**config.mk**
```make
export PLATFORM = sky130hd
export DESIGN_NAME = rod_heat_diffusion_step_core
export DESIGN_NICKNAME = d
export VERILOG_FILES = /design/src/rhd_pkg.sv /design/src/rhd_cell_mem.sv /design/src/rhd_update.sv /design/src/rod_heat_diffusion_step_core.sv
export SDC_FILE = /design/constraint.sdc
export NUM_CORES = 2
export LEC_CHECK = 0
export BUFFER_PORTS_ARGS = -buffer_cell sky130_fd_sc_hd__buf_4
export CAP_MARGIN = 20
export CORE_UTILIZATION = 50
export DETAILED_ROUTE_END_ITERATION = 7
export GPL_TIMING_DRIVEN = 0
export PLACE_DENSITY = 0.68
export SYNTH_ARGS = -nofsm -noshare
export SYNTH_HDL_FRONTEND = slang
export SYNTH_SLANG_ARGS = --single-unit
```
**constraint.sdc**
```tcl
create_clock -name clk -period 7.8 [get_ports clk]
set_clock_uncertainty 0.05 [all_clocks]
set_input_delay 1.17 -clock clk [delete_from_list [all_inputs] [get_ports clk]]
set_output_delay 1.17 -clock clk [all_outputs]
set_load 0.1 [all_outputs]
```
**src/rhd_pkg.sv**
```systemverilog
`default_nettype none

package rhd_pkg;

  // Default geometry
  localparam int MAX_CELLS = 64;
  localparam int TEMP_BITS = 32;

  // Fixed field widths
  localparam int GAIN_BITS    = 16;
  localparam int FRAC_BITS    = 16;
  localparam int IDX_BITS     = 6;
  localparam int VAL_BITS     = 32;
  localparam int CELLS_BITS   = 7;
  localparam int CFG_IDX_BITS = 2;
  localparam int OP_BITS      = 2;

  // Request opcodes
  localparam logic [OP_BITS-1:0] OP_LOAD = 2'd0;
  localparam logic [OP_BITS-1:0] OP_TICK = 2'd1;
  localparam logic [OP_BITS-1:0] OP_READ = 2'd2;

  // Configuration register indexes
  localparam logic [CFG_IDX_BITS-1:0] CFG_GAIN    = 2'd0;
  localparam logic [CFG_IDX_BITS-1:0] CFG_AMBIENT = 2'd1;
  localparam logic [CFG_IDX_BITS-1:0] CFG_CELLS   = 2'd2;

  // Configuration reset values
  localparam logic [GAIN_BITS-1:0]         GAIN_RESET    = 16'd16384;
  localparam logic signed [VAL_BITS-1:0]   AMBIENT_RESET = 32'sd0;
  localparam logic [CELLS_BITS-1:0]        CELLS_RESET   = 7'd64;

  // One beat of the tick read stream, as seen when its data returns
  typedef struct packed {
    logic vld;      // beat carries data
    logic first;    // leftmost cell, no update yet
    logic phantom;  // beyond last used cell, right neighbor is ambient
  } beat_t;

endpackage

`default_nettype wire

```
**src/rhd_cell_mem.sv**
```systemverilog
`default_nettype none

// Cell store: {fixed flag, temperature} per cell, one write and one read port,
// registered read data.
module rhd_cell_mem #(
  parameter int MAX_CELLS = rhd_pkg::MAX_CELLS,
  parameter int TEMP_BITS = rhd_pkg::TEMP_BITS,
  localparam int AW = (MAX_CELLS > 1) ? $clog2(MAX_CELLS) : 1
) (
  input  wire logic                 clk,
  input  wire logic                 we,
  input  wire logic [AW-1:0]        waddr,
  input  wire logic [TEMP_BITS:0]   wdata,
  input  wire logic                 re,
  input  wire logic [AW-1:0]        raddr,
  output logic      [TEMP_BITS:0]   rdata
);

  logic [TEMP_BITS:0] mem [MAX_CELLS];
  logic [TEMP_BITS:0] q_r;

  // write port
  always_ff @(posedge clk) begin
    if (we) begin
      mem[waddr] <= wdata;
    end
  end

  // read port, data held until the next enabled read
  always_ff @(posedge clk) begin
    if (re) begin
      q_r <= mem[raddr];
    end
  end

  assign rdata = q_r;

endmodule

`default_nettype wire

```
**src/rhd_update.sv**
```systemverilog
`default_nettype none

// Tick datapath: neighbor window, laplacian, gain multiply, floor and saturate.
// Takes one beat per cycle; write-back leaves the stage 2 registers, fed through stage 1 from the right neighbor.
module rhd_update #(
  parameter int MAX_CELLS = rhd_pkg::MAX_CELLS,
  parameter int TEMP_BITS = rhd_pkg::TEMP_BITS,
  localparam int AW = (MAX_CELLS > 1) ? $clog2(MAX_CELLS) : 1,
  localparam int CW = $clog2(MAX_CELLS + 1)
) (
  input  wire logic                          clk,
  input  wire logic                          rst_n,
  input  wire rhd_pkg::beat_t                beat,
  input  wire logic [CW-1:0]                 beat_idx,
  input  wire logic [TEMP_BITS:0]            rd_word,
  input  wire logic signed [TEMP_BITS-1:0]   amb,
  input  wire logic [rhd_pkg::GAIN_BITS-1:0] gain,
  output logic                               wr_en,
  output logic [AW-1:0]                      wr_addr,
  output logic [TEMP_BITS:0]                 wr_data,
  output logic                               busy
);

  localparam int XW = TEMP_BITS + 2;
  localparam int PW = XW + rhd_pkg::GAIN_BITS + 1;
  localparam int TW = PW - rhd_pkg::FRAC_BITS;
  localparam int SW = TEMP_BITS + 4;
  localparam logic signed [SW-1:0] SMAX =
    {{(SW - TEMP_BITS + 1){1'b0}}, {(TEMP_BITS - 1){1'b1}}};
  localparam logic signed [SW-1:0] SMIN = ~SMAX;

  logic signed [TEMP_BITS-1:0] right;
  logic signed [TEMP_BITS-1:0] prev_r;
  logic signed [TEMP_BITS-1:0] cur_r;
  logic                        cur_fix_r;
  logic                        step;
  logic signed [XW-1:0]        lap;

  logic                        s1_vld_r;
  logic signed [XW-1:0]        s1_lap_r;
  logic signed [TEMP_BITS-1:0] s1_old_r;
  logic                        s1_fix_r;
  logic [AW-1:0]               s1_addr_r;

  logic signed [PW-1:0]        prod;
  logic                        s2_vld_r;
  logic signed [PW-1:0]        s2_prod_r;
  logic signed [TEMP_BITS-1:0] s2_old_r;
  logic                        s2_fix_r;
  logic [AW-1:0]               s2_addr_r;

  logic signed [TW-1:0]        term;
  logic signed [SW-1:0]        sum;
  logic signed [TEMP_BITS-1:0] new_temp;

  // right neighbor: stored cell, or ambient past the last used cell
  assign right = beat.phantom ? amb : signed'(rd_word[TEMP_BITS-1:0]);
  assign step  = beat.vld && !beat.first;

  // sliding window of left and center cell, pre-tick values
  always_ff @(posedge clk) begin
    if (beat.vld) begin
      prev_r    <= beat.first ? amb : cur_r;
      cur_r     <= right;
      cur_fix_r <= rd_word[TEMP_BITS];
    end
  end

  // stage 1: laplacian
  assign lap = XW'(prev_r) + XW'(right) - (XW'(cur_r) <<< 1);

  always_ff @(posedge clk) begin
    if (!rst_n) begin
      s1_vld_r <= 1'b0;
    end else begin
      s1_vld_r <= step;
    end
  end

  always_ff @(posedge clk) begin
    if (step) begin
      s1_lap_r  <= lap;
      s1_old_r  <= cur_r;
      s1_fix_r  <= cur_fix_r;
      s1_addr_r <= AW'(beat_idx - 1'b1);
    end
  end

  // stage 2: k * laplacian, gain zero-extended
  assign prod = signed'({1'b0, gain}) * s1_lap_r;

  always_ff @(posedge clk) begin
    if (!rst_n) begin
      s2_vld_r <= 1'b0;
    end else begin
      s2_vld_r <= s1_vld_r;
    end
  end

  always_ff @(posedge clk) begin
    if (s1_vld_r) begin
      s2_prod_r <= prod;
      s2_old_r  <= s1_old_r;
      s2_fix_r  <= s1_fix_r;
      s2_addr_r <= s1_addr_r;
    end
  end

  // stage 3: floor by dropping fraction bits, add, saturate
  assign term = signed'(s2_prod_r[PW-1:rhd_pkg::FRAC_BITS]);
  assign sum  = SW'(s2_old_r) + SW'(term);

  always_comb begin
    if (sum > SMAX) begin
      new_temp = TEMP_BITS'(SMAX);
    end else if (sum < SMIN) begin
      new_temp = TEMP_BITS'(SMIN);
    end else begin
      new_temp = TEMP_BITS'(sum);
    end
  end

  // fixed cells pass through untouched
  assign wr_en   = s2_vld_r && !s2_fix_r;
  assign wr_addr = s2_addr_r;
  assign wr_data = {1'b0, new_temp};
  assign busy    = s1_vld_r || s2_vld_r;

endmodule

`default_nettype wire

```
**src/rod_heat_diffusion_step_core.sv**
```systemverilog
`default_nettype none

// Channel   Direction  Handshake           Payload
// in_       request    in_valid/in_ready   in_opcode, in_cell_index, in_cell_value
// out_      result     out_valid/out_ready out_read_index, out_temperature, out_is_fixed
// cfg_      write      cfg_wr_en           cfg_index, cfg_wr_data
//
// Load: written to the cell memory when taken. Read: cell memory read register,
// then the output register. Tick: one cell memory read per cycle (none when
// cells_in_use is zero) through a three-stage update pipeline; requests wait
// until its write-backs finish.
// After reset a clearing pass zeroes every cell in the cell memory; no request is
// taken meanwhile. A read result waits in the output register while out_ready
// is low; loads and ticks proceed behind it.
module rod_heat_diffusion_step_core #(
  parameter int MAX_CELLS = rhd_pkg::MAX_CELLS,
  parameter int TEMP_BITS = rhd_pkg::TEMP_BITS
) (
  input  wire logic                                clk,
  input  wire logic                                rst_n,
  input  wire logic                                in_valid,
  output logic                                     in_ready,
  input  wire logic [rhd_pkg::OP_BITS-1:0]         in_opcode,
  input  wire logic [rhd_pkg::IDX_BITS-1:0]        in_cell_index,
  input  wire logic signed [rhd_pkg::VAL_BITS-1:0] in_cell_value,
  output logic                                     out_valid,
  input  wire logic                                out_ready,
  output logic [rhd_pkg::IDX_BITS-1:0]             out_read_index,
  output logic signed [rhd_pkg::VAL_BITS-1:0]      out_temperature,
  output logic                                     out_is_fixed,
  input  wire logic                                cfg_wr_en,
  input  wire logic [rhd_pkg::CFG_IDX_BITS-1:0]    cfg_index,
  input  wire logic [rhd_pkg::VAL_BITS-1:0]        cfg_wr_data
);

  localparam int AW = (MAX_CELLS > 1) ? $clog2(MAX_CELLS) : 1;
  localparam int CW = $clog2(MAX_CELLS + 1);
  localparam int VW = rhd_pkg::VAL_BITS;
  localparam int LW = (TEMP_BITS > VW) ? TEMP_BITS : VW;
  localparam logic signed [LW-1:0] LMAX =
    {{(LW - TEMP_BITS + 1){1'b0}}, {(TEMP_BITS - 1){1'b1}}};
  localparam logic signed [LW-1:0] LMIN = ~LMAX;
  localparam logic [AW-1:0] CLR_LAST = AW'(MAX_CELLS - 1);

  typedef enum logic [4:0] {
    S_CLEAR = 5'b00001,
    S_IDLE  = 5'b00010,
    S_TICK  = 5'b00100,
    S_DRAIN = 5'b01000,
    S_READ  = 5'b10000
  } state_t;

  // saturate a 32-bit value to the stored temperature range
  function automatic logic signed [TEMP_BITS-1:0] sat_val(
    input logic signed [VW-1:0] x
  );
    logic signed [LW-1:0] xe;
    xe = LW'(x);
    if (xe > LMAX) begin
      sat_val = TEMP_BITS'(LMAX);
    end else if (xe < LMIN) begin
      sat_val = TEMP_BITS'(LMIN);
    end else begin
      sat_val = TEMP_BITS'(xe);
    end
  endfunction

  state_t state_r, state_nxt;

  logic [rhd_pkg::GAIN_BITS-1:0]  gain_r;
  logic signed [VW-1:0]           amb_r;
  logic [rhd_pkg::CELLS_BITS-1:0] cells_r;

  logic [AW-1:0] clr_cnt_r, clr_cnt_nxt;
  logic [CW-1:0] rd_cnt_r, rd_cnt_nxt;
  logic [CW-1:0] n_r, n_nxt;
  logic [CW-1:0] n_cfg;
  logic [CW-1:0] arr_idx_r, arr_idx_nxt;
  rhd_pkg::beat_t arr_r, arr_nxt;

  logic [rhd_pkg::IDX_BITS-1:0] op_idx_r, op_idx_nxt;
  logic                         oor_r, oor_nxt;

  logic                         out_valid_r, out_valid_nxt;
  logic [rhd_pkg::IDX_BITS-1:0] out_idx_r, out_idx_nxt;
  logic signed [VW-1:0]         out_temp_r, out_temp_nxt;
  logic                         out_fix_r, out_fix_nxt;

  logic signed [TEMP_BITS-1:0] amb_sat;
  logic signed [TEMP_BITS-1:0] ld_sat;
  logic [TEMP_BITS:0]          ld_wdata;
  logic                        in_accept;
  logic                        in_range;
  logic                        ld_we;

  logic                 mem_we;
  logic [AW-1:0]        mem_waddr;
  logic [TEMP_BITS:0]   mem_wdata;
  logic                 mem_re;
  logic [AW-1:0]        mem_raddr;
  logic [TEMP_BITS:0]   mem_q;

  logic                 upd_we;
  logic [AW-1:0]        upd_waddr;
  logic [TEMP_BITS:0]   upd_wdata;
  logic                 upd_busy;

  // configuration registers
  always_ff @(posedge clk) begin
    if (!rst_n) begin
      gain_r  <= rhd_pkg::GAIN_RESET;
      amb_r   <= rhd_pkg::AMBIENT_RESET;
      cells_r <= rhd_pkg::CELLS_RESET;
    end else if (cfg_wr_en) begin
      unique case (cfg_index)
        rhd_pkg::CFG_GAIN:    gain_r  <= cfg_wr_data[rhd_pkg::GAIN_BITS-1:0];
        rhd_pkg::CFG_AMBIENT: amb_r   <= signed'(cfg_wr_data);
        rhd_pkg::CFG_CELLS:   cells_r <= cfg_wr_data[rhd_pkg::CELLS_BITS-1:0];
        default: ;
      endcase
    end
  end

  assign amb_sat = sat_val(amb_r);
  assign n_cfg   = (32'(cells_r) > 32'(MAX_CELLS)) ? CW'(MAX_CELLS) : CW'(cells_r);

  // request decode helpers
  assign in_ready  = (state_r == S_IDLE);
  assign in_accept = in_valid && in_ready;
  assign in_range  = 32'(in_cell_index) < 32'(MAX_CELLS);
  assign ld_sat    = sat_val(in_cell_value);
  assign ld_wdata  = (in_cell_value != '0) ? {1'b1, ld_sat} : {1'b0, amb_sat};

  // sequencer
  always_comb begin
    state_nxt     = state_r;
    clr_cnt_nxt   = clr_cnt_r;
    rd_cnt_nxt    = rd_cnt_r;
    n_nxt         = n_r;
    arr_nxt       = '0;
    arr_idx_nxt   = rd_cnt_r;
    op_idx_nxt    = op_idx_r;
    oor_nxt       = oor_r;
    out_valid_nxt = out_valid_r && !out_ready;
    out_idx_nxt   = out_idx_r;
    out_temp_nxt  = out_temp_r;
    out_fix_nxt   = out_fix_r;
    ld_we         = 1'b0;
    mem_re        = 1'b0;
    mem_raddr     = AW'(in_cell_index);

    unique case (state_r)
      S_CLEAR: begin
        clr_cnt_nxt = clr_cnt_r + 1'b1;
        if (clr_cnt_r == CLR_LAST) begin
          state_nxt = S_IDLE;
        end
      end
      S_IDLE: begin
        if (in_accept) begin
          unique case (in_opcode)
            rhd_pkg::OP_LOAD: ld_we = in_range;
            rhd_pkg::OP_TICK: begin
              if (n_cfg != '0) begin
                n_nxt      = n_cfg;
                rd_cnt_nxt = '0;
                state_nxt  = S_TICK;
              end
            end
            rhd_pkg::OP_READ: begin
              mem_re     = in_range;
              op_idx_nxt = in_cell_index;
              oor_nxt    = !in_range;
              state_nxt  = S_READ;
            end
            default: ;
          endcase
        end
      end
      S_TICK: begin
        // cells 0..n-1, then one beat with ambient on the right
        mem_raddr       = AW'(rd_cnt_r);
        mem_re          = (rd_cnt_r != n_r);
        arr_nxt.vld     = 1'b1;
        arr_nxt.first   = (rd_cnt_r == '0);
        arr_nxt.phantom = (rd_cnt_r == n_r);
        rd_cnt_nxt      = rd_cnt_r + 1'b1;
        if (rd_cnt_r == n_r) begin
          state_nxt = S_DRAIN;
        end
      end
      S_DRAIN: begin
        if (!arr_r.vld && !upd_busy) begin
          state_nxt = S_IDLE;
        end
      end
      S_READ: begin
        if (!out_valid_r || out_ready) begin
          out_valid_nxt = 1'b1;
          out_idx_nxt   = op_idx_r;
          out_temp_nxt  = oor_r ? VW'(amb_sat) : VW'(signed'(mem_q[TEMP_BITS-1:0]));
          out_fix_nxt   = !oor_r && mem_q[TEMP_BITS];
          state_nxt     = S_IDLE;
        end
      end
      default: state_nxt = S_IDLE;
    endcase
  end

  // control registers
  always_ff @(posedge clk) begin
    if (!rst_n) begin
      state_r     <= S_CLEAR;
      clr_cnt_r   <= '0;
      arr_r       <= '0;
      out_valid_r <= 1'b0;
    end else begin
      state_r     <= state_nxt;
      clr_cnt_r   <= clr_cnt_nxt;
      arr_r       <= arr_nxt;
      out_valid_r <= out_valid_nxt;
    end
  end

  // payload registers
  always_ff @(posedge clk) begin
    rd_cnt_r   <= rd_cnt_nxt;
    n_r        <= n_nxt;
    arr_idx_r  <= arr_idx_nxt;
    op_idx_r   <= op_idx_nxt;
    oor_r      <= oor_nxt;
    out_idx_r  <= out_idx_nxt;
    out_temp_r <= out_temp_nxt;
    out_fix_r  <= out_fix_nxt;
  end

  assign out_valid       = out_valid_r;
  assign out_read_index  = out_idx_r;
  assign out_temperature = out_temp_r;
  assign out_is_fixed    = out_fix_r;

  // memory write arbitration: clearing pass, tick write-back, load
  always_comb begin
    if (state_r == S_CLEAR) begin
      mem_we    = 1'b1;
      mem_waddr = clr_cnt_r;
      mem_wdata = '0;
    end else if (upd_we) begin
      mem_we    = 1'b1;
      mem_waddr = upd_waddr;
      mem_wdata = upd_wdata;
    end else begin
      mem_we    = ld_we;
      mem_waddr = AW'(in_cell_index);
      mem_wdata = ld_wdata;
    end
  end

  rhd_cell_mem #(
    .MAX_CELLS (MAX_CELLS),
    .TEMP_BITS (TEMP_BITS)
  ) u_mem (
    .clk   (clk),
    .we    (mem_we),
    .waddr (mem_waddr),
    .wdata (mem_wdata),
    .re    (mem_re),
    .raddr (mem_raddr),
    .rdata (mem_q)
  );

  rhd_update #(
    .MAX_CELLS (MAX_CELLS),
    .TEMP_BITS (TEMP_BITS)
  ) u_update (
    .clk      (clk),
    .rst_n    (rst_n),
    .beat     (arr_r),
    .beat_idx (arr_idx_r),
    .rd_word  (mem_q),
    .amb      (amb_sat),
    .gain     (gain_r),
    .wr_en    (upd_we),
    .wr_addr  (upd_waddr),
    .wr_data  (upd_wdata),
    .busy     (upd_busy)
  );

  // new requests only once the tick pipeline has drained
  a_ready_drained: assert property (@(posedge clk) disable iff (!rst_n)
    in_ready |-> (!upd_busy && !arr_r.vld))
    else $error("request taken while tick write-back pending");

  // a result appears only after a read request
  a_out_from_read: assert property (@(posedge clk) disable iff (!rst_n)
    $rose(out_valid_r) |-> ($past(state_r) == S_READ))
    else $error("result raised outside read");

  // read beat counter stays within the rod
  a_tick_bound: assert property (@(posedge clk) disable iff (!rst_n)
    (state_r == S_TICK) |-> (rd_cnt_r <= n_r))
    else $error("tick read counter overran cell count");

  // write-backs only while a tick runs
  a_wb_in_tick: assert property (@(posedge clk) disable iff (!rst_n)
    upd_we |-> ((state_r == S_TICK) || (state_r == S_DRAIN)))
    else $error("tick write-back outside tick");

endmodule

`default_nettype wire
```
## Yosys cells after proc, flatten, opt, wreduce, memory -nomap -nowiden

Memories as Yosys holds them, arrays and structs flattened. A register that Yosys moved wholly into a read port is not among the register bits.
Index checks and enable logic that the tools add are counted.

| word-level totals | value |
|---|---|
| RAM bits | 2112 |
| register bits after elaboration | 365 |
| output and inout port bits | 41 |
| memories kept | 1 |
| latch bits | 0 |
| bits in read-only memories | 0 |

Memory list:

| memory | words | width | read ports | clocked after Yosys merged registers in | write ports | RTL line | source |
|---|---|---|---|---|---|---|---|
| u_mem.mem | 64 | 33 | 1 | 1 | 1 | rhd_cell_mem.sv:19 | `logic [TEMP_BITS:0] mem [MAX_CELLS];` |

| operators by class | value |
|---|---|
| bitwise logic cells | 0 |
| multipliers | 1 |
| muxes and demuxes | 40 |
| reductions and logical operators | 28 |
| $lt $le $gt $ge | 7 |
| eq/ne operators | 21 |
| shift operators | 0 |
| $add $sub $neg | 6 |
| div/mod/pow operators | 0 |

Operators by type and width:

| cell | number |
|---|---|
| $mux 32 | 8 |
| $mux 33 | 3 |
| $gt 32x32->1 const B | 2 |
| $lt 32x32->1 const B | 2 |
| $mul 17x34->51 | 1 |
| $add 32x35->36 | 1 |
| $gt 36x32->1 const B | 1 |
| $lt 36x32->1 const B | 1 |
| $sub 33x33->34 | 1 |
| $add 32x32->33 | 1 |
| $reduce_bool 32->1 | 1 |
| $mux 5 | 6 |
| $mux 7 | 4 |
| $pmux 5 s5 | 1 |
| $mux 6 | 3 |
| $pmux 7 s2 | 1 |
| $mux 1 | 11 |
| $pmux 5 s2 | 1 |
| $reduce_and 2->1 | 5 |
| $ne 2x2->1 const B | 4 |
| $reduce_and 4->1 | 2 |
| $add 7x1->7 const B | 1 |
| $eq 7x7->1 | 1 |
| $gt 7x7->1 const B | 1 |
| 25 further kinds | 40 |

## Longest topological paths before layout

| depth | value |
|---|---|
| depth in word-level cells | 8 |
| depth in mapped cells | 27 |
| mapped depth without buffers | 25 |

## Modules after synthesis

From an unflattened synthesis, not the netlist that was laid out.

| second synthesis, totals | value |
|---|---|
| cell total of the unflattened synthesis | 7187 |
| area total of the unflattened synthesis | 118015.7 µm² |

Modules (own cells, without submodules):

| module | area each (µm²) | instances | cells an instance | seq. area each (µm²) |
|---|---|---|---|---|
| rhd_cell_mem | 81523.2 | 1 | 3598 | 64411.8 |
| rhd_update | 30245.3 | 1 | 2967 | 6406.1 |
| rod_heat_diffusion_step_core | 6247.2 | 1 | 622 | 3313.2 |

## Least setup slack after synthesis

OpenSTA, ideal clock, no wires.

| timing path | value |
|---|---|
| kind | register -> register |
| start point | register u_update.s2_old_r[0] |
| end point | memory u_mem.mem[0][11] (netlist bit) (data pin) |
| cell stages (with the launch flop) | 13 |
| buffers on the path | 0 |
| arrival | 5801 ps |
| data required time | 7011 ps |
| slack | 1210 ps |
| path through | edfxtp_1 > ha_1 > fa_1 > a211oi_1 > o21a_2 > a2111oi_4 > o311ai_2 > a21oi_2 > o31ai_2 > xor2_1 > o41ai_4 > o311ai_1 > a221oi_1 |

| on the way | value |
|---|---|
| longest elaborated chain between the ends | 6 |
| elaborated cells between the ends (all ways) | 7 |
| those cells by class | add/sub (1); order compare (2); mux (4) |

RTL lines:

| element | RTL line | source |
|---|---|---|
| start, declared | rhd_update.sv:48 | `logic signed [TEMP_BITS-1:0] s2_old_r;` |
| start signal, assigned | rhd_update.sv:103 | `s2_old_r <= s1_old_r;` |
| $add 32x35->36 * | rhd_update.sv:111 | `assign sum = SW'(s2_old_r) + SW'(term);` |
| $lt 36x32->1 | rhd_update.sv:116 | `end else if (sum < SMIN) begin` |
| $mux 32 | rhd_update.sv:116 |  |
| $mux 32 * | rhd_update.sv:114 | `if (sum > SMAX) begin` |
| $mux 33 * | rod_heat_diffusion_step_core.sv:248 | `end else if (upd_we) begin` |
| $mux 33 * | rod_heat_diffusion_step_core.sv:244 | `if (state_r == S_CLEAR) begin` |
| via mem_wdata[11] | rod_heat_diffusion_step_core.sv:98 | `logic [TEMP_BITS:0] mem_wdata;` |
| end, declared | rhd_cell_mem.sv:19 |  |

The timed path passes the listed nets; every way through them passes the cells marked *.

## Worst setup path after layout

| timing path | value |
|---|---|
| start point | register gain_r[11] (netlist bit) |
| end point | register u_update.s2_prod_r[45] (data pin) |

| on the way | value |
|---|---|
| longest elaborated chain between the ends | 1 |

RTL lines:

| element | RTL line | source |
|---|---|---|
| start, declared | rod_heat_diffusion_step_core.sv:70 | `logic [rhd_pkg::GAIN_BITS-1:0] gain_r;` |
| start signal, assigned | rod_heat_diffusion_step_core.sv:111 | `gain_r <= rhd_pkg::GAIN_RESET;` |
| start signal, assigned | rod_heat_diffusion_step_core.sv:116 | `rhd_pkg::CFG_GAIN: gain_r <= cfg_wr_data[rhd_pkg::GAIN_BITS-1:0];` |
| $mul 17x34->51 | rhd_update.sv:90 | `assign prod = signed'({1'b0, gain}) * s1_lap_r;` |
| via u_update.prod[45] | rhd_update.sv:45 | `logic signed [PW-1:0] prod;` |
| end signal, assigned | rhd_update.sv:102 | `s2_prod_r <= prod;` |
| end, declared | rhd_update.sv:47 | `logic signed [PW-1:0] s2_prod_r;` |

The timed path passes the listed nets, and every way through them passes these cells.
A chain may end at the register's enable or synchronous reset.

==> results_tabular.tex <==
\begin{tabular}{lr}
\hline
Metric & Value \\
\hline
\multicolumn{2}{l}{\textbf{Outcome}} \\
Result of the run & finished, final reports clean \\
\multicolumn{2}{l}{\textbf{Global routing}} \\
Met1 demand-to-capacity share in global routing & 0.427 \\
Met2 track utilization from global routing & 0.527 \\
Initial antenna violation count & 20 \\
Most used routing layer in global routing & met2 \\
Via count of the first global-routing pass & around 80k \\
Met3 Usage GRT & 0.0578 \\
Maximum number of pins on one net before global-route repair & 66 \\
Global-route total usage across every layer & 0.333 \\
Global-route congestion overflow total & 0 \\
First-pass GRT wire length & approximately 580 mm \\
\multicolumn{2}{l}{\textbf{Placed design}} \\
Worst setup slack before clock tree synthesis & -1.13 ns \\
Number of cells in the design after placement & roughly 14k \\
Final GP Congestion & 1.01 \\
Number of buffers inserted by port buffering & about 120 \\
Sum of net half-perimeters after detailed placement & 309 mm \\
\multicolumn{2}{l}{\textbf{STA}} \\
Final critical-path share of the clock period & 0.974 \\
Final setup violation count & 0 \\
Hold violation total from the final report & 0 \\
Crit path time final & around 7.6 ns \\
Max Clock Freq & $\sim$130 MHz \\
Slew Viols, Final & 0 \\
Tightest slew margin relative to the limit & 0.113 \\
WHS & about 0.34 ns \\
RSZ-0062 raised after global routing & false \\
Least-Margin Pin Slew & $\sim$1.3 ns \\
Final worst setup slack & 0.200 ns \\
\multicolumn{2}{l}{\textbf{CTS}} \\
Clock sinks & 2494 \\
Clock buffer count from CTS & roughly 240 \\
Hold buffer count at cts & 0 \\
CTS H-tree lvls & 4 \\
Clock Pin Slew Worst Setup and Hold Paths & about 0.06 ns \\
Source-to-sink clock delay at the later pin of the worst-skew pair & roughly 0.92 ns \\
Max Buffers Root-to-Sink & 3 \\
Clock tree from TritonCTS & built \\
Root Buffer & clkbuf\_16 \\
\multicolumn{2}{l}{\textbf{Logic synthesis}} \\
Most used flip-flop cell after synthesis & edfxtp\_1 \\
Gate count after technology mapping & $\sim$10k \\
Avg Cell Area, Syn & 12.0 um2 \\
Leading post-synthesis cells by cell area & edfxtp\_1 60\%, fa\_1 9.1\%, nand2\_1 8.3\% \\
Commonest cells post-synth & 2672 x nand2\_1, 2416 x edfxtp\_1, 1080 x nand3\_1, 742 x inv\_1, 548 x fa\_1 \\
Number of enable-type register cells in the synthesized netlist & $\sim$2.4k \\
Biggest area consumer among synthesized cells & edfxtp\_1 \\
Post-synth top area share & 0.603 \\
Ys Warns & 0 \\
\#FFs+latches synth & approximately 2.5k \\
Top-count cell post-synth & nand2\_1 \\
Post-synthesis net count & $\sim$11k \\
Netlist cell types & 75 \\
Cell Area, Synth & $\sim$120000 um2 \\
Share of synthesized flip-flops with an asynchronous set or reset & 0 \\
Share of the yosys chip area belonging to registers & 0.615 \\
\multicolumn{2}{l}{\textbf{Pwr}} \\
Power per standard cell area & roughly 230 nW/um2 \\
Leakage power total & around 52 nW \\
Largest vdd supply drop & 0.000287 V \\
Part of the power in the clock network & 0.361 \\
Combinational fraction of design power & 0.151 \\
Sw Pwr & roughly 8.6 mW \\
Proportion of total power due to net switching & 0.267 \\
Total internal power & around 24 mW \\
Reg power frac & 0.488 \\
\multicolumn{2}{l}{\textbf{Route}} \\
Count of vias placed by the detailed router & $\sim$84k \\
Pre-antenna DRT Iters & 6 \\
Vias per inst & $\sim$6 \\
Detailed-route wire length per cell & about 29 um \\
Post-Route WL & roughly 400 mm \\
Detailed-route DRC error count & 0 \\
Count of nets left with antenna violations after detail routing & 0 \\
Starting DRT DRC Count & 11.2k \\
\multicolumn{2}{l}{\textbf{Worst setup path}} \\
Data arrival time at the worst-slack endpoint & slightly above 8 ns \\
Startpoint of the lowest-slack register-to-register path & gain\_r[11] \\
Critical-path maximum fanout & 10 \\
Sort of element at the start of the critical path & flop \\
Worst setup startpoint & gain\_r[11] \\
Crit Path Category & reg -> reg \\
CP required & 8.38 ns \\
Category of the worst setup path capture point & flop \\
\multicolumn{2}{l}{\textbf{Floorplanning}} \\
IO Pins & 120 \\
Die boundary width & approximately 500 um \\
Die Footprint & $\sim$240000 um2 \\
Height of the chip & 493 um \\
Starting density of the core & 0.505 \\
Placeable core area & 239000 um2 \\
Core Rows & roughly 180 \\
\multicolumn{2}{l}{\textbf{Job}} \\
Count of max-cap constraint violations & 0 \\
\multicolumn{2}{l}{\textbf{Final layout}} \\
Synthesis-to-finish area growth & 15.3\% \\
Area of all sequential standard cells & 74100 um2 \\
Count of fill cells added during filler insertion & 18.9k \\
Final Net Count & 11.5k \\
Share of cells above drive strength 1 & 0.0980 \\
Non-filler cells, final & around 14k \\
Total area of multi-input combinational cells & about 42000 um2 \\
\multicolumn{2}{l}{\textbf{Min path}} \\
Class of the tightest hold or removal check & reg -> reg \\
Beginning of the worst hold path & arr\_idx\_nxt[2] \\
\hline
\end{tabular}
## cell usage in the layout, fill, tap and decap left out, drive strengths merged, types with 11 or more instances in the layout
master and n:
xor2 37, nor4 12, nand2b 14, ha 191
xnor2 78, a311oi 332, clkinv 107, mux2i 41
o21ai 57, buf 528, and2 216, edfxtp 2416
a21boi 59, a21o 43, o211ai 12, inv 753
a21oi 181, mux2 33, nor2 131, a221oi 20
nand3 1080, o21a 18, a31oi 71, dfxtp 78
nor2b 33, diode 20, and3 146, clkbuf 732
o21bai 11, nand4 16, a211oi 76, nand2 2672
fa 548, nor3 30, bufinv 28, clkinvlp 13
## cells by family after synthesis
logic type | after synthesis | synth area share
xor+xnor | 115 | 0.00836
simple gates | 4384 | 0.158
mux | 74 | 0.00649
fa+ha+maj | 739 | 0.111
flops | 2494 | 0.615
compound gates | 917 | 0.0571
buf+inv | 1348 | 0.0432
## state kept, by name, summed over array words and instances, names as in the netlist, 16 cells and up
register and cells:
amb_r 32, gain_r 16, out_temperature 32, u_mem.mem 2112, u_mem.rdata 33, u_update.cur_r 32
u_update.prev_r 32, u_update.s1_lap_r 34, u_update.s1_old_r 32, u_update.s2_old_r 32, u_update.s2_prod_r 35
## per-layer routing
metal  wire length (um)  share of wire  vias up
met4              30300          0.075       10
met5                160        0.00040        -
met1             150000           0.37    42000
li1                   -              -    36400
met3              37800          0.093      998
met2             187000           0.46     4887
## what timing repair did
item / 4_1_cts / 5_1_grt
setup buffers: 3 / 30
endpoints found under the setup margin: 22 / 8
gates resized for setup: 71 / 60
## power by group through the flow
stage / Combinational [mW] / Clock [mW] / Sequential, mW
after floorplan: 2.26 / 0 / 16.1
after global placement: 3.94 / 0 / 16.2
after detailed placement: 4.73 / 0 / 16.0
after CTS: 4.78 / 11.7 / 15.8
after global routing: 5.14 / 12.2 / 15.8
final: 4.89 / 11.7 / 15.8
## critical path, cell delays in order (launching register included)
cell,delay (ns)
dfxtp_2,0.60
clkbuf_2,0.43
nand2_1,0.15
fa_1,0.55
inv_1,0.05
fa_1,0.49
fa_1,0.55
fa_1,0.43
fa_1,0.50
inv_1,0.07
fa_1,0.56
inv_1,0.07
ha_1,0.36
and4_1,0.26
and2_1,0.19
a221o_1,0.41
a21oi_1,0.13
o21ai_0,0.13
buf_4,0.20
a21oi_1,0.22
a21oi_1,0.18
a221o_1,0.42
a21oi_1,0.19
xnor2_1,0.10
## final timing paths
path	cells past startpoint	end	slack, ns
max	23	u_update.s2_prod_r[45]	0.20
min	0	arr_idx_r[2]	0.34
max reg2reg	23	u_update.s2_prod_r[45]	0.20
min reg2reg	0	arr_idx_r[2]	0.34
## area by class of cell
type | count | share of cell area
multi-input combinational | 6229 | 0.302
inverter | 742 | 0.0201
buffer | 597 | 0.0181
timing repair buffer | 381 | 0.0403
antenna | 20 | 0.000360
sequential | 2494 | 0.534
clock buffer | 282 | 0.0447
tap | 3167 | 0.0285
clock inverter | 159 | 0.0115
## metrics by stage
step,TNS [ns],power (mW),instance area [um2],utilization
after floorplan,0,18.3,120000,-
after global placement,-6287.82,20.2,125000,0.525
after detailed placement,-10.86,20.8,131000,0.547
after CTS,0,32.2,138000,0.580
after global routing,0,33.1,139000,0.582
final,0,32.3,139000,0.582
No activity file was read; power rests on OpenSTA's default activity.
